--- src/rtl/achr_pkg.sv ---
// achr_pkg: shared widths, register indexes, reset values and structs for the
// autocorrelation heart-rate block. No dependencies.
package achr_pkg;

	localparam int SAMPLE_W   = 16;
	localparam int HR_W       = 16;
	localparam int STEP_W     = 8;
	localparam int LAG_W      = 7;
	localparam int LAGC_W     = LAG_W + 1;
	localparam int RATE_W     = 16;
	localparam int CFG_IDX_W  = 2;
	localparam int CFG_DATA_W = 16;

	localparam int DEF_WINDOW_LENGTH  = 128;
	localparam int DEF_HISTORY_LENGTH = 8;
	localparam int DEF_MEDIAN_SPAN    = 4;

	// configuration register indexes
	localparam logic [CFG_IDX_W-1:0] REG_ANALYSIS_INTERVAL = 2'd0;
	localparam logic [CFG_IDX_W-1:0] REG_MIN_LAG           = 2'd1;
	localparam logic [CFG_IDX_W-1:0] REG_MAX_LAG           = 2'd2;
	localparam logic [CFG_IDX_W-1:0] REG_RATE_CONSTANT     = 2'd3;

	// configuration reset values
	localparam logic [STEP_W-1:0] RST_ANALYSIS_INTERVAL = 8'd64;
	localparam logic [LAG_W-1:0]  RST_MIN_LAG           = 7'd8;
	localparam logic [LAG_W-1:0]  RST_MAX_LAG           = 7'd40;
	localparam logic [RATE_W-1:0] RST_RATE_CONSTANT     = 16'd15000;

	typedef struct packed {
		logic [STEP_W-1:0] analysis_interval;
		logic [LAG_W-1:0]  min_lag;
		logic [LAG_W-1:0]  max_lag;
		logic [RATE_W-1:0] rate_constant;
	} cfg_t;

	// head of the front-to-back queue
	typedef struct packed {
		logic valid;
		logic trig;
	} desc_t;

	// back-to-front control
	typedef struct packed {
		logic pop;
		logic analysis_done;
	} back_ctl_t;

	typedef struct packed {
		logic [HR_W-1:0] hr;
		logic            upd;
	} result_t;

endpackage

--- src/rtl/achr_back.sv ---
// achr_back: peak search sequencer, rate history with sort and mean, and the
// result queue. Depends on achr_pkg; drives achr_corr and achr_div.
module achr_back #(
	parameter int WINDOW_LENGTH  = achr_pkg::DEF_WINDOW_LENGTH,
	parameter int HISTORY_LENGTH = achr_pkg::DEF_HISTORY_LENGTH,
	parameter int MEDIAN_SPAN    = achr_pkg::DEF_MEDIAN_SPAN
) (
	input  logic                                                       clk,
	input  logic                                                       arst_n,
	input  achr_pkg::cfg_t                                             cfg,
	input  achr_pkg::desc_t                                            desc,
	output achr_pkg::back_ctl_t                                        ctl,
	output logic                                                       corr_start,
	output logic [$clog2(WINDOW_LENGTH)-1:0]                           corr_k,
	input  logic                                                       corr_done,
	input  logic signed [2*achr_pkg::SAMPLE_W+$clog2(WINDOW_LENGTH):0] corr_result,
	output logic                                                       div_start,
	output logic [achr_pkg::HR_W+$clog2(HISTORY_LENGTH+1)-1:0]         div_num,
	output logic [achr_pkg::LAGC_W-1:0]                                div_den,
	input  logic                                                       div_done,
	input  logic [achr_pkg::HR_W+$clog2(HISTORY_LENGTH+1)-1:0]         div_quot,
	output logic                                                       empty,
	input  logic                                                       pop,
	output logic [achr_pkg::HR_W-1:0]                                  heart_rate_x10,
	output logic                                                       estimate_updated
);
	import achr_pkg::*;

	localparam int AW    = $clog2(WINDOW_LENGTH);
	localparam int ACC_W = 2 * SAMPLE_W + AW + 1;
	localparam int CW    = $clog2(HISTORY_LENGTH + 1);
	localparam int NUM_W = HR_W + CW;
	localparam int HIW   = $clog2(HISTORY_LENGTH);
	localparam int MID_FIRST = (MEDIAN_SPAN >= HISTORY_LENGTH) ? 0 :
		(HISTORY_LENGTH - MEDIAN_SPAN) / 2;
	localparam int MID_LAST  = (MEDIAN_SPAN >= HISTORY_LENGTH) ? HISTORY_LENGTH :
		(HISTORY_LENGTH + MEDIAN_SPAN) / 2;

	localparam logic [3:0] S_IDLE  = 4'd0;
	localparam logic [3:0] S_LO    = 4'd1;
	localparam logic [3:0] S_MID   = 4'd2;
	localparam logic [3:0] S_NEXT  = 4'd3;
	localparam logic [3:0] S_DIV   = 4'd4;
	localparam logic [3:0] S_HIST  = 4'd5;
	localparam logic [3:0] S_SORT  = 4'd6;
	localparam logic [3:0] S_SUM   = 4'd7;
	localparam logic [3:0] S_MEAN  = 4'd8;
	localparam logic [3:0] S_MWAIT = 4'd9;
	localparam logic [3:0] S_OUT   = 4'd10;

	logic [3:0]              state_q;
	logic [LAGC_W-1:0]       lag_q;
	logic [AW-1:0]           k_q;
	logic signed [ACC_W-1:0] r_prev_q;
	logic signed [ACC_W-1:0] r_mid_q;
	logic [HR_W-1:0]         hr_q;
	logic [HR_W-1:0]         hist_q [HISTORY_LENGTH];
	logic [HR_W-1:0]         sort_n [HISTORY_LENGTH];
	logic [HIW-1:0]          hidx_q;
	logic [HIW-1:0]          pass_q;
	logic [HIW-1:0]          sidx_q;
	logic [NUM_W-1:0]        sum_q;
	logic [CW-1:0]           n_q;
	logic                    corr_start_q;
	logic [AW-1:0]           corr_k_q;
	logic                    div_start_q;
	logic [NUM_W-1:0]        div_num_q;
	logic [LAGC_W-1:0]       div_den_q;
	logic [LAGC_W-1:0]       start_lag;
	logic [AW-1:0]           k0;
	logic [AW-1:0]           km1;
	logic                    out_room;
	logic                    out_push;
	logic                    out_pop;
	result_t                 out_data;
	result_t                 o0_q;
	result_t                 o1_q;
	logic [1:0]              ocnt_q;

	function automatic logic [AW-1:0] lag_mod(input logic [LAGC_W-1:0] v);
		logic [31:0] t;
		t = 32'(v);
		for (int s = 0; s < 8; s++) begin
			if (t >= 32'(WINDOW_LENGTH)) begin
				t = t - 32'(WINDOW_LENGTH);
			end
		end
		return t[AW-1:0];
	endfunction

	function automatic logic [AW-1:0] k_inc(input logic [AW-1:0] k);
		return (k == AW'(WINDOW_LENGTH - 1)) ? '0 : k + AW'(1);
	endfunction

	// first lag searched and its circular neighbor below
	assign start_lag = (cfg.min_lag == '0) ? LAGC_W'(1) : {1'b0, cfg.min_lag};
	assign k0        = lag_mod(start_lag);
	assign km1       = (k0 == '0) ? AW'(WINDOW_LENGTH - 1) : k0 - AW'(1);

	assign corr_start = corr_start_q;
	assign corr_k     = corr_k_q;
	assign div_start  = div_start_q;
	assign div_num    = div_num_q;
	assign div_den    = div_den_q;

	// queue handshakes
	assign out_room = (ocnt_q != 2'd2);
	assign out_pop  = pop & ~empty;
	always_comb begin
		ctl.pop           = (state_q == S_IDLE) && desc.valid && (desc.trig || out_room);
		out_push          = ((state_q == S_IDLE) && desc.valid && !desc.trig && out_room) ||
			((state_q == S_OUT) && out_room);
		ctl.analysis_done = (state_q == S_OUT) && out_room;
		out_data.hr       = hr_q;
		out_data.upd      = (state_q == S_OUT);
	end

	// one odd-even transposition pass over the history
	always_comb begin
		sort_n = hist_q;
		for (int e = 0; e < HISTORY_LENGTH - 1; e++) begin
			if (((e & 1) == int'(pass_q[0])) && (hist_q[e] > hist_q[e+1])) begin
				sort_n[e]   = hist_q[e+1];
				sort_n[e+1] = hist_q[e];
			end
		end
	end

	// analysis sequencer
	always_ff @(posedge clk or negedge arst_n) begin
		if (!arst_n) begin
			state_q      <= S_IDLE;
			lag_q        <= '0;
			k_q          <= '0;
			r_prev_q     <= '0;
			r_mid_q      <= '0;
			hr_q         <= '0;
			hidx_q       <= '0;
			pass_q       <= '0;
			sidx_q       <= '0;
			sum_q        <= '0;
			n_q          <= '0;
			corr_start_q <= 1'b0;
			corr_k_q     <= '0;
			div_start_q  <= 1'b0;
			div_num_q    <= '0;
			div_den_q    <= '0;
			for (int h = 0; h < HISTORY_LENGTH; h++) begin
				hist_q[h] <= '0;
			end
		end else begin
			corr_start_q <= 1'b0;
			div_start_q  <= 1'b0;
			case (state_q)
				S_IDLE: begin
					if (desc.valid && desc.trig) begin
						if (start_lag > {1'b0, cfg.max_lag}) begin
							state_q <= S_HIST;
						end else begin
							lag_q        <= start_lag;
							k_q          <= k0;
							corr_start_q <= 1'b1;
							corr_k_q     <= km1;
							state_q      <= S_LO;
						end
					end
				end
				S_LO: begin
					if (corr_done) begin
						r_prev_q     <= corr_result;
						corr_start_q <= 1'b1;
						corr_k_q     <= k_q;
						state_q      <= S_MID;
					end
				end
				S_MID: begin
					if (corr_done) begin
						r_mid_q      <= corr_result;
						corr_start_q <= 1'b1;
						corr_k_q     <= k_inc(k_q);
						state_q      <= S_NEXT;
					end
				end
				S_NEXT: begin
					if (corr_done) begin
						if ((r_mid_q > r_prev_q) && (r_mid_q > corr_result)) begin
							div_start_q <= 1'b1;
							div_num_q   <= NUM_W'(cfg.rate_constant);
							div_den_q   <= lag_q;
							state_q     <= S_DIV;
						end else if (lag_q == {1'b0, cfg.max_lag}) begin
							state_q <= S_HIST;
						end else begin
							lag_q        <= lag_q + LAGC_W'(1);
							k_q          <= k_inc(k_q);
							r_prev_q     <= r_mid_q;
							r_mid_q      <= corr_result;
							corr_start_q <= 1'b1;
							corr_k_q     <= k_inc(k_inc(k_q));
						end
					end
				end
				S_DIV: begin
					if (div_done) begin
						hr_q    <= div_quot[HR_W-1:0];
						state_q <= S_HIST;
					end
				end
				S_HIST: begin
					hist_q[hidx_q] <= hr_q;
					hidx_q  <= (hidx_q == HIW'(HISTORY_LENGTH - 1)) ? '0 : hidx_q + HIW'(1);
					pass_q  <= '0;
					state_q <= S_SORT;
				end
				S_SORT: begin
					hist_q <= sort_n;
					pass_q <= pass_q + HIW'(1);
					if (pass_q == HIW'(HISTORY_LENGTH - 1)) begin
						sidx_q  <= HIW'(MID_FIRST);
						sum_q   <= '0;
						n_q     <= '0;
						state_q <= S_SUM;
					end
				end
				S_SUM: begin
					if (hist_q[sidx_q] != '0) begin
						sum_q <= sum_q + NUM_W'(hist_q[sidx_q]);
						n_q   <= n_q + CW'(1);
					end
					if (sidx_q == HIW'(MID_LAST - 1)) begin
						state_q <= S_MEAN;
					end else begin
						sidx_q <= sidx_q + HIW'(1);
					end
				end
				S_MEAN: begin
					if (n_q == '0) begin
						state_q <= S_OUT;
					end else begin
						div_start_q <= 1'b1;
						div_num_q   <= sum_q;
						div_den_q   <= LAGC_W'(n_q);
						state_q     <= S_MWAIT;
					end
				end
				S_MWAIT: begin
					if (div_done) begin
						hr_q    <= div_quot[HR_W-1:0];
						state_q <= S_OUT;
					end
				end
				S_OUT: begin
					if (out_room) begin
						state_q <= S_IDLE;
					end
				end
				default: state_q <= S_IDLE;
			endcase
		end
	end

	// two-entry result queue
	always_ff @(posedge clk or negedge arst_n) begin
		if (!arst_n) begin
			ocnt_q <= 2'd0;
			o0_q   <= '0;
			o1_q   <= '0;
		end else begin
			case ({out_push, out_pop})
				2'b10: begin
					if (ocnt_q == 2'd0) begin
						o0_q <= out_data;
					end else begin
						o1_q <= out_data;
					end
					ocnt_q <= ocnt_q + 2'd1;
				end
				2'b01: begin
					o0_q   <= o1_q;
					ocnt_q <= ocnt_q - 2'd1;
				end
				2'b11: begin
					if (ocnt_q == 2'd1) begin
						o0_q <= out_data;
					end else begin
						o0_q <= o1_q;
						o1_q <= out_data;
					end
				end
				default: ;
			endcase
		end
	end

	assign empty            = (ocnt_q == 2'd0);
	assign heart_rate_x10   = o0_q.hr;
	assign estimate_updated = o0_q.upd;

endmodule

--- config.mk ---
export PLATFORM = sky130hd
export DESIGN_NAME = achr_back
export DESIGN_NICKNAME = d
export VERILOG_FILES = /design/src/rtl/achr_pkg.sv /design/src/rtl/achr_back.sv
export SDC_FILE = /design/constraint.sdc
export NUM_CORES = 1
export LEC_CHECK = 0
export BUFFER_PORTS_ARGS = -buffer_cell sky130_fd_sc_hd__buf_2
export CELL_PAD_IN_SITES_DETAIL_PLACEMENT = 1
export CELL_PAD_IN_SITES_GLOBAL_PLACEMENT = 2
export CORE_UTILIZATION = 36
export DETAILED_ROUTE_END_ITERATION = 10
export GPL_ROUTABILITY_DRIVEN = 0
export PLACE_DENSITY = 0.78
export SLEW_MARGIN = 0
export SYNTH_ARGS = -nofsm -noshare
export SYNTH_HDL_FRONTEND = slang
export SYNTH_SLANG_ARGS = --single-unit
--- constraint.sdc ---
create_clock -name clk -period 3.8 [get_ports clk]
set_input_delay 0 -clock clk [delete_from_list [all_inputs] [get_ports clk]]
set_output_delay 0 -clock clk [all_outputs]
set_load 0.05 [all_outputs]
# Word-level counts from Yosys, hierarchy flattened
# Cells that the tools add are included.
dict set report classes {
  n_addsub 19
  order_cmp 21
  n_eq_ne 49
  muxes 106
  n_bitwise 5
  n_reduce_logical 55
}
# cell count
set ops {}
lappend ops {{32-bit 2-to-1 mux} 14}
lappend ops {{40-bit 2-to-1 mux} 7}
lappend ops {{128-bit one-hot mux with 2 select lines} 1}
lappend ops {{32-bit by 8-bit greater-or-equal comparator with 1-bit output (second input constant)} 7}
lappend ops {{32-bit by 8-bit subtractor with 32-bit output (second input constant)} 6}
lappend ops {{40-bit one-hot mux with 2 select lines} 2}
lappend ops {{128-bit bitwise mux} 1}
lappend ops {{7-bit 2-to-1 mux} 17}
lappend ops {{16-bit > comparator} 7}
lappend ops {{20-bit 2-to-1 mux} 5}
lappend ops {{40-bit > comparator} 2}
lappend ops {{20-bit one-hot mux with 2 select lines} 2}
lappend ops {{17-bit 2-to-1 mux} 4}
lappend ops {{8-bit 2-to-1 mux} 8}
lappend ops {{4-bit 2-to-1 mux} 13}
lappend ops {{17-bit one-hot mux with 3 select lines} 1}
lappend ops {{16-bit binary-select mux with 3-bit select} 1}
lappend ops {{16-bit demux with 3-bit select} 1}
lappend ops {{16-bit 2-to-1 mux} 3}
lappend ops {{4-bit one-hot mux with 11 select lines} 1}
lappend ops {{2-bit != test (second input constant)} 21}
lappend ops {{17-bit one-hot mux with 2 select lines} 1}
lappend ops {{8-bit one-hot mux with 2 select lines} 2}
lappend ops {{7-bit one-hot mux with 4 select lines} 1}
lappend ops {{other kinds (54)} 127}
dict set report totals {
  reg_bits 349
  inputBits 105
  output_inout_bits 57
  elab_cells 284
}

# Logic depth before layout (Yosys ltp)
dict set report depth {
  depth_word 23
  depth_mapped 15
  depth_no_buf 13
}

# Least setup slack after synthesis
# No wires, ideal clock.
dict set report synth_path {
  path_type {register to register}
  from {register sidx_q[0]}
  to {register sum_q[15]}
  arrival_time_ns 3.709
  required_ns 3.679
  slack_ns -0.029
  stages_incl_launch_ff 14
  cell_sequence {dfrtp_1 buf_6 buf_2 mux4_2 mux2_2 ha_1 a211oi_1 o311a_1 o311ai_0 or4b_2 a31o_2 a21oi_1 xnor2_1 a22o_1}
}
dict set report synth_via {
  elab_chain_cells 7
}
# element line_no
set synth_rtl {}
lappend synth_rtl {{start, declared} achr_back.sv:61} ;# logic [HIW-1:0] sidx_q;
lappend synth_rtl {{start signal, assigned} achr_back.sv:219} ;# sidx_q <= HIW'(MID_FIRST);
lappend synth_rtl {{start signal, assigned} achr_back.sv:233} ;# sidx_q <= sidx_q + HIW'(1);
lappend synth_rtl {{3-bit inverter with 4-bit output (not written as such) *} {achr_back.sv:226, achr_back.sv:227}}
lappend synth_rtl {{16-bit binary-select mux with 3-bit select *} {achr_back.sv:226, achr_back.sv:227}}
lappend synth_rtl {{16-bit 2-to-1 mux (not written as such) * (2 in a row)} {achr_back.sv:226, achr_back.sv:227}}
lappend synth_rtl {{20-bit by 16-bit adder with 20-bit output / 16-bit nonzero test (equally long branches)} {achr_back.sv:227, achr_back.sv:226}}
lappend synth_rtl {{20-bit 2-to-1 mux / 2-bit != test (equally long branches)} -}
lappend synth_rtl {{20-bit one-hot mux with 2 select lines / 3-bit AND reduction (equally long branches)} -}
lappend synth_rtl {{end signal, assigned} achr_back.sv:227} ;# sum_q <= sum_q + NUM_W'(hist_q[sidx_q]);
lappend synth_rtl {{end, declared} achr_back.sv:62} ;# logic [NUM_W-1:0] sum_q;
# Mark *: on every way between the ends. The rest lies on a longest branch, timed or not. The select of a mux whose other input is x is not followed.
# A chain may end at the register's enable or synchronous reset.

# Worst setup path in the final report
dict set report layout_path {
  from {register sidx_q[1]}
  to {register sum_q[15]}
}
# Same word-level chain as after synthesis.

==> impl_metrics.tcl <==
set metrics [dict create \
    power.share.sequential_pct 26.0 \
    crit_path_end_kind "register" \
    clock_path_buffers 3 \
    crit_path_start_kind "register" \
    clock_sink_count 349 \
    clock_latency_late_sink_ns 0.59 \
    synth_top_cells_by_area "sky130_fd_sc_hd__dfrtp_1, sky130_fd_sc_hd__ha_1, sky130_fd_sc_hd__mux2_2" \
    synth_top_cell_area_share_pct 34.64 \
    core_region_area_mm2 0.06895 \
    cpPeakStageDelay_ns 0.54 \
    post-route-util_pct 43.93 \
    synth_nets 3090 \
    global_route_total_overflow 0 \
    worst-endpoint-arrival_ns 4.16 \
    timing.critical_path.max_delay_family "compound AO/OA/AOI/OAI gates" \
    tightestPinTransition_ns 1.365 \
    n_antenna_cell 0 \
    placement.setup.worst_slack_ns -0.1103 \
    antenna_found_initial 1 \
    io-pin-count 162 \
    comb_power_share_pct 57.0 \
    mostFrequentLayoutCell "sky130_fd_sc_hd__dfrtp_1" \
    final_max_slew_viol_count 0 \
    share_clk_of_total_power_pct 17.0 \
    power_per_cell_area_mw_per_mm2 880.9 \
    setup_tns_ns 0 \
    switching_share_pct 48.02 \
    ys_seq_area_share_pct 34.64 \
    place_hpwl_um 68110 \
    routed-via-count 23420 \
    finalHoldViolCount 0 \
    syn_area_per_cell_um2 9.167 \
    row_cnt 96 \
    drt_iter0_drc 1410 \
    critical_path.n_buffers_inverters 2 \
    fin_worst_hold_slack_ns 0.06147 \
    grt_first_pass_wirelength_um 147200 \
    setup_viol 0 \
    fmaxAchievable_mhz 271.1 \
    max_cap_viol_count 0 \
    route.antenna.remaining_nets 0 \
    synth_enable_flop_cells 0 \
    vdd.ir_drop.worst_mv 0.4364 \
    h_tree_lvls 2 \
    cts_tree "done" \
    finish.net_count 3361 \
    fin_crit_sh_pct 97.08 \
    outcome "complete, no violations" \
    mostFrequentLayoutCells "sky130_fd_sc_hd__dfrtp_1, sky130_fd_sc_hd__inv_1, sky130_fd_sc_hd__ha_1" \
    timing.slew.headroom_pct 8.634 \
    count_of_buffers_from_port_buffering 149 \
    critPathRequiredTime_ns 4.27 \
    cts.root.buffer_cell "sky130_fd_sc_hd__clkbuf_16" \
    postSynth.topFlopCell "sky130_fd_sc_hd__dfrtp_1" \
    async_reset_ff_share_pct 100.0 \
    min-delay-path-class "input pin to asynchronous set/reset pin" \
    grt_usage_pct 26.27 \
    path_clk_slew_ns 0.06 \
    leakage_nw 13.82 \
    drc 0 \
    per_cell_routed_wire_length_um 23.23 \
    min_period_ns 3.689 \
    die_area_mm2 0.07109 \
    tritoncts.num_buffers 45 \
    maximum_number_of_pins_on_one_net_before_global_route_repair 108 \
    area_growth_pct 20.14 \
    initial_standard_cell_utilization_of_the_core_pct 36.56 \
    finalNonFillerCells 3988 \
    placed_cells 3812 \
    timing.critical_path.fanout_max 8 \
    netlist_instances 2750 \
    net-switching-power_mw 12.81 \
    worstSetupPathType "register to register" \
    yosys_register_bits 349 \
    crit_chain "buf_4, buf_4, mux4_2, mux2_2, ha_1, a21o_1, a21oi_1, or4b_4, a31o_2, a21oi_1, xnor2_1, a22o_1" \
    grt_pass1_vias 25003 \
    avgViaCountPerCell 5.873 \
    power_report.internal_total_mw 13.87 \
    fin_skew_ns 0.01997 \
    synthesis_warnings 0 \
    post_synth_instance_area_mm2 0.02521 \
    synthDominantAreaCellType "sky130_fd_sc_hd__dfrtp_1" \
    r2r_slack_ns 0.11 \
    postLayoutSetupSlackWorst_ns 0.1108 \
    chipWidth_um 266.6 \
    drt_pass1_iterations 8 \
    crit_slowest_cell "sky130_fd_sc_hd__mux4_2" \
    dieHeight_um 266.6 \
    ys_types 88 \
    detail_route.wirelength_um 92630 \
    final_layout_size_suffix_gt1_share_pct 19.07 \
    nFillCells 7949 \
]
## cell type report
| class | instances | area (um2) | area share [%] |
|---|---|---|---|
| Clock buffer | 74 | 1458 | 4.813 |
| Tap cell | 931 | 1165 | 3.846 |
| Sequential cell | 349 | 8740 | 28.86 |
| Timing Repair Buffer | 405 | 2980 | 9.841 |
| Multi-Input combinational cell | 1983 | 14950 | 49.37 |
| Inverter | 237 | 889.6 | 2.937 |
| Clock inverter | 9 | 101.3 | 0.3346 |
## synthesized netlist by cell type, drive strengths merged (7+ instances only)
master  count
dfrtp     349
inv       237
ha        234
nor2      219
nand2     188
nand3     167
a21oi     144
mux2      126
nand4     125
clkbuf    122
o21ai      99
o311a      81
mux2i      66
buf        59
a221oi     58
a22oi      51
nor3       36
mux4       32
a31oi      29
a21o       25
and2       25
xnor2      22
a22o       21
a211oi     20
nor2b      18
a222oi     15
nor4       15
o211ai     15
and3       14
xor2       13
o21a       12
nand2b     11
or3        10
o21bai      7
## power by group through the flow
stage	registers [mW]	clock network, mW	logic, mW
detailed placement	6.99	0	14.9
global route	7.14	4.78	16.6
finish	6.94	4.54	15.2
floorplan	7.23	0	9.29
global placement	6.90	0	14.2
CTS	6.93	4.65	15.1
## final timing paths
kind                                  from         end  cells past startpoint
worst max-delay path             sidx_q[1]   sum_q[15]                     12
worst min-delay path                arst_n   div_start                      2
worst max register to register   sidx_q[1]   sum_q[15]                     12
worst min register to register  div_num[2]  div_num[2]                      1
max in group asynchronous           arst_n  hist_q[79]                      3
min in group clk                   desc[1]  corr_start                      5
## cell families after synthesis
kind of cell	after synthesis	synth area share, %
AO/OA/AOI/OAI	632	18.23
multiplexers	224	11.11
XOR/XNOR	35	1.216
adder cells (fa/ha/maj)	235	11.69
buffers and inverters	418	6.606
AND/OR/NAND/NOR	857	16.51
flip-flops	349	34.64
## state kept, by name, indices dropped and copies added (netlist names), 2 cells and up
register	flops
corr_k	7
div_den	8
div_num	20
heart_rate_x10	16
hidx_q	3
hist_q	128
hr_q	16
k_q	7
lag_q	8
n_q	4
o1_q	17
ocnt_q	2
pass_q	3
r_mid_q	40
r_prev_q	40
sidx_q	3
state_q	4
sum_q	20
## routing by layer
| metal | track usage [%] | wire, um | up-vias |
|---|---|---|---|
| li1 | - | - | 10759 |
| met1 | 34.06 | 40180 | 11856 |
| met2 | 44.86 | 45360 | 637 |
| met3 | 2.703 | 3782 | 168 |
| met4 | 10.08 | 3309 | 0 |
| met5 | 0 | 0 | - |
## timing repair
action / 4_1_cts / 5_1_grt
setup buffers: 2 / 8
endpoints found under the hold margin: 229 / 0
setup endpoints to repair: 5 / 5
pin swaps: 0 / 6
hold buffers: 83 / 0
resized for setup: 5 / 7
## stage by stage
stage | power [mW] | instance area, um2
floorplan | 16.52 | 25210
global placement | 21.15 | 27760
detailed placement | 21.87 | 27760
CTS | 26.68 | 30190
global route | 28.57 | 30290
finish | 26.68 | 30290
(Power assumes the default switching activity.)
